$ cat src/hw/rtl/opa_pkg.sv
// ----------------------------------------------------------------------------
// opa_pkg
// Shared types and constants of the oriented permutation apply block.
// ----------------------------------------------------------------------------
package opa_pkg;

  localparam int POS_W     = 5;
  localparam int BYTE_W    = 8;
  localparam int ENTRY_W   = 7;
  localparam int MOD_VEC_W = 62;
  localparam int CFG_IDX_W = 2;

  // command codes
  localparam logic [1:0] CMD_LOAD_STATE = 2'd0;
  localparam logic [1:0] CMD_LOAD_MOVE  = 2'd1;
  localparam logic [1:0] CMD_APPLY      = 2'd2;
  localparam logic [1:0] CMD_READ       = 2'd3;

  // configuration register indexes
  localparam logic [CFG_IDX_W-1:0] CFG_PIECE_COUNT = 2'd0;
  localparam logic [CFG_IDX_W-1:0] CFG_ORI_MODULI  = 2'd1;

  localparam logic [POS_W-1:0] PIECE_COUNT_RST = 5'd31;

  // operands of the shared twist unit
  typedef struct packed {
    logic [BYTE_W-1:0] src;
    logic [1:0]        twist;
    logic [1:0]        modulus;
  } opa_twist_t;

endpackage

$ cat src/hw/rtl/opa_twist_unit.sv
// ----------------------------------------------------------------------------
// opa_twist_unit
// Adds an orientation twist to a state byte and reduces it once by the
// orientation modulus of the source position.
// ----------------------------------------------------------------------------
module opa_twist_unit import opa_pkg::*; (
  input  opa_twist_t        op_i,
  output logic [BYTE_W-1:0] result_o
);

  logic [BYTE_W-1:0] sum;
  logic [BYTE_W-1:0] mod_val;

  // twist and modulus both live in bits 5-6, sum wraps at 8 bits
  assign sum      = op_i.src + {1'b0, op_i.twist, 5'b0};
  assign mod_val  = {1'b0, op_i.modulus, 5'b0};
  assign result_o = (sum >= mod_val) ? (sum - mod_val) : sum;

endmodule

$ cat config.mk
export PLATFORM = sky130hd
export DESIGN_NAME = opa_twist_unit
export DESIGN_NICKNAME = d
export VERILOG_FILES = /design/src/hw/rtl/opa_pkg.sv /design/src/hw/rtl/opa_twist_unit.sv
export SDC_FILE = /design/constraint.sdc
export NUM_CORES = 1
export LEC_CHECK = 0
export BUFFER_PORTS_ARGS = -buffer_cell sky130_fd_sc_hd__buf_2
export CORE_AREA = 3 3 40 42
export DETAILED_ROUTE_END_ITERATION = 10
export DIE_AREA = 0 0 43 45
export GPL_TIMING_DRIVEN = 1
export PLACE_DENSITY = 0.46
export SYNTH_ARGS = -nofsm -noshare
export SYNTH_HDL_FRONTEND = slang
export SYNTH_SLANG_ARGS = --single-unit
$ cat constraint.sdc
create_clock -name vclk -period 2.4
set_input_delay 0.24 -clock vclk [all_inputs]
set_output_delay 0.24 -clock vclk [all_outputs]
set_load 0.02 [all_outputs]
After elaboration in Yosys (flattened, before gate mapping)
Index checks and enable logic that the tools add are counted.
{"block": "op_classes", "addsub": 2, "magnitude_cmp": 1, "mux": 1}
{"operator": "$add A8 B7 Y8", "n": 1}
{"operator": "$ge A8 B7 Y1", "n": 1}
{"operator": "$mux W8", "n": 1}
{"operator": "$sub A8 B7 Y8", "n": 1}
{"block": "totals", "register_bits": 0, "in_bits": 12, "out_inout_bits": 8, "wordCells": 4}

Logic depth before layout (Yosys ltp)
{"block": "depth", "depth_word": 3, "depth_mapped": 7, "mapped_depth_nobuf": 7}

Least setup slack after synthesis
Ideal clock, no wire load.
{"block": "synth_path", "path_type": "in2out", "startpoint": "input port op_i[2] (netlist bit)", "endpoint": "output port result_o[5]", "arrival_time_ps": 2238, "required_ps": 2160, "path_slack_ps": -78, "path_stages": 6, "path_buffers": 0, "cell_sequence": "ha_1 > fa_1 > ha_1 > nor3b_4 > a2111oi_4 > mux2i_1"}
{"block": "synth_between", "elab_chain_len": 3, "word_cells_on_any_way": 4}
{"item": "start: declaration", "line": "opa_twist_unit.sv:7", "rtl": "input opa_twist_t op_i,"}
{"item": "$add A8 B7 Y8 *", "line": "opa_twist_unit.sv:15", "rtl": "assign sum = op_i.src + {1'b0, op_i.twist, 5'b0};"}
{"item": "$sub A8 B7 Y8 / $ge A8 B7 Y1 (equally long branches)", "line": "opa_twist_unit.sv:17", "rtl": "assign result_o = (sum >= mod_val) ? (sum - mod_val) : sum;"}
{"item": "$mux W8 *", "line": "opa_twist_unit.sv:17"}
{"item": "end: declaration", "line": "opa_twist_unit.sv:8", "rtl": "output logic [BYTE_W-1:0] result_o"}
Mark *: on every way between the ends. The rest lies on a longest branch, timed or not.

Worst setup path after layout
{"block": "layout_path", "startpoint": "input port op_i[9] (netlist bit)", "endpoint": "output port result_o[6]"}
Same word-level chain as after synthesis.

==> summary.txt <==
Run status
  – Status: finished with violations
  – Violated checks: setup timing

Timing
  – Unrepaired setup endpoints after global routing: true
  – F_max: 400 MHz
  – Slew @ Worst Pin: 375 ps
  – Setup TNS: -139 ps
  – Final Critical Period: 2500 ps
  – Period utilisation layout: 104%
  – Slew Limit Headroom: 75.0%
  – Final WS setup: -102 ps
  – Final setup violation count: 2
  – Pins Over Slew Limit: 0
  – Final hold violation count: 0

Cells and area
  – Post-Layout Cell Count: 55
  – Ratio of cells with drive above 1 in the final layout: 77.5%
  – Area delta synth->final: 56.0%
  – Sequential cell count: 0
  – Nets: 59
  – Ant. Diodes: 0
  – Register area: 0 sq um
  – # clk buffers: 0

Synthesis
  – Mapped Avg Cell Area: 10.9 sq um
  – Cell taking the most area after synthesis: fa_1
  – Largest cells by area after synthesis: fa_1, buf_4, ha_1, a2111oi_4, nor4b_4
  – Synth Instances: 24
  – Yosys Warn Count: 0
  – Commonest cells post-synth: buf_4, ha_1, inv_1
  – Top-count cell post-synth: buf_4
  – Netlist cell types: 15
  – Post-synthesis compound-gate area fraction: 15.3%
  – Mux contribution to synthesized area: 9.57%
  – Synth Area in Adders: 29.7%
  – Post-synthesis sequential area ratio: 0%
  – Share of the synthesized area in the top cell type: 15.3%
  – Synth Area in Simple Gates: 23.4%
  – Syn nets: 41
  – Synthesized cell area: 262 sq um
  – Largest family of logic cells by synthesized area: adder cells
  – Xor/xnor cell area share of the yosys netlist: 3.35%

Worst hold path
  – Beginning of the worst hold path: op_i[5]
  – Worst hold path class: in -> out

Routing
  – DR pass1 iterations: 1
  – DRC viols: 0
  – Via density: 4.13
  – DRT Wirelength: 516 um
  – Total number of vias: 227
  – WL/cell: 9.38 um
  – Antenna-violating nets left: 0
  – Initial DRC count: 0

Floorplan
  – Row cnt: 13
  – Die X: 43 um
  – Die Area: 0.00194 sq mm
  – Core ar.: 0.00128 sq mm
  – Ports: 20
  – Die Y: 45 um
  – Starting Density: 20.4%

Global route
  – First-pass GRT wire length: 765 um
  – Initial antenna violation count: 0
  – Vias in the first global route: 201
  – Largest net degree at the start of global routing: 4
  – Gr usage total: 4.99%
  – Grt total ovfl: 0

Critical path
  – Critical path cell sequence: buf_6 > ha_4 > fa_2 > ha_4 > nor3b_4 > a2111oi_4 > mux2_4 > buf_6
  – Crit start category: primary input
  – CP bufs+invs: 2
  – CP top delay family: adder cells
  – Worst path max stage delay: 560 ps
  – CP Launch Point: op_i[9]
  – Critical Path AT: 2260 ps
  – CP required: 2160 ps
  – Largest fanout on the critical path: 2
  – Critical path type: in -> out
  – CP Capture Type: primary output
  – Slowest stage cell, crit path: fa_2

Clock tree
  – CTS Hold Buffers Added: 0

Place
  – Dpl hpwl: 485 um
  – Cells after DPL: 55
  – Placer Congestion: 0.675
  – Port bufs: 20

Pwr
  – PD cells: 377 mW/mm^2
  – Maximum VDD drop: 0.000142 V
  – Leak: 0.190 nW

Flow run
  – Max-cap violations: 0
-- final timing paths --
kind	end	slack, ps	cells after the start
setup / recovery	result_o[6]	-100	8
hold / removal	result_o[1]	750	2
-- layout make-up --
class	count	area [sq um]
Fill cell	131	877
Timing Repair Buffer	21	129
Tap cell	15	18.8
Inverter	3	11.3
Multi-Input combinational cell	16	249
-- cell usage in the layout (no fill, tap or decap), drive strengths merged --
cell type / n
or2: 1
fa: 2
xor2: 1
a2111oi: 1
o21ai: 1
nor4b: 1
mux2: 1
ha: 3
nor2b: 1
buf: 21
mux2i: 1
inv: 3
nor3b: 1
nand2: 1
a211oi: 1
-- metrics by stage --
| step | power (W) | hold slack, ps | utilization [%] | instance area [sq um] | setup WS, ps |
|---|---|---|---|---|---|
| CTS | 0.000149 | 747 | 30.6 | 393 | -127 |
| global route | 0.000166 | 758 | 31.7 | 408 | -149 |
| floorplan | 0.000101 | 593 | - | 273 | 4.46 |
| finish | 0.000154 | 746 | 31.7 | 408 | -102 |
| detailed placement | 0.000136 | 747 | 28.1 | 362 | -217 |
| global placement | 0.000137 | 751 | 28.1 | 362 | -205 |
-- where the power goes --
part / switching [W] / internal [W] / total (W)
logic: 0.0000723 / 0.0000815 / 0.000154
clock network: 0 / 0 / 0
registers: 0 / 0 / 0
total: 0.0000723 / 0.0000815 / 0.000154
-- timing repair --
item | CTS | global route
pin swaps | 4 | 0
buffers inserted | 0 | 0
hold endpoints to repair | 0 | 0
setup endpoints to repair | 3 | 3
gates resized for setup | 6 | 2
cloned | 0 | 0
-- layer usage --
layer  wire length, um  share of wire (%)  up-vias  global-route usage [%]
li1                  -                  -      111                       -
met1               177                 34      106                    5.53
met2               290                 56       10                    11.1
met3                48                9.3        0                       0
met4                 0                  0        0                       0
met5                 0                  0        -                       0
-- cell families after synthesis --
kind of cell	after synthesis
buffers and inverters	8
and+or+nand+nor	5
AOI/OAI and AO/OA	3
adders and majority gates	5
xor gates and xnor gates	1
muxes	2
Power figures use the tool's default switching activity.
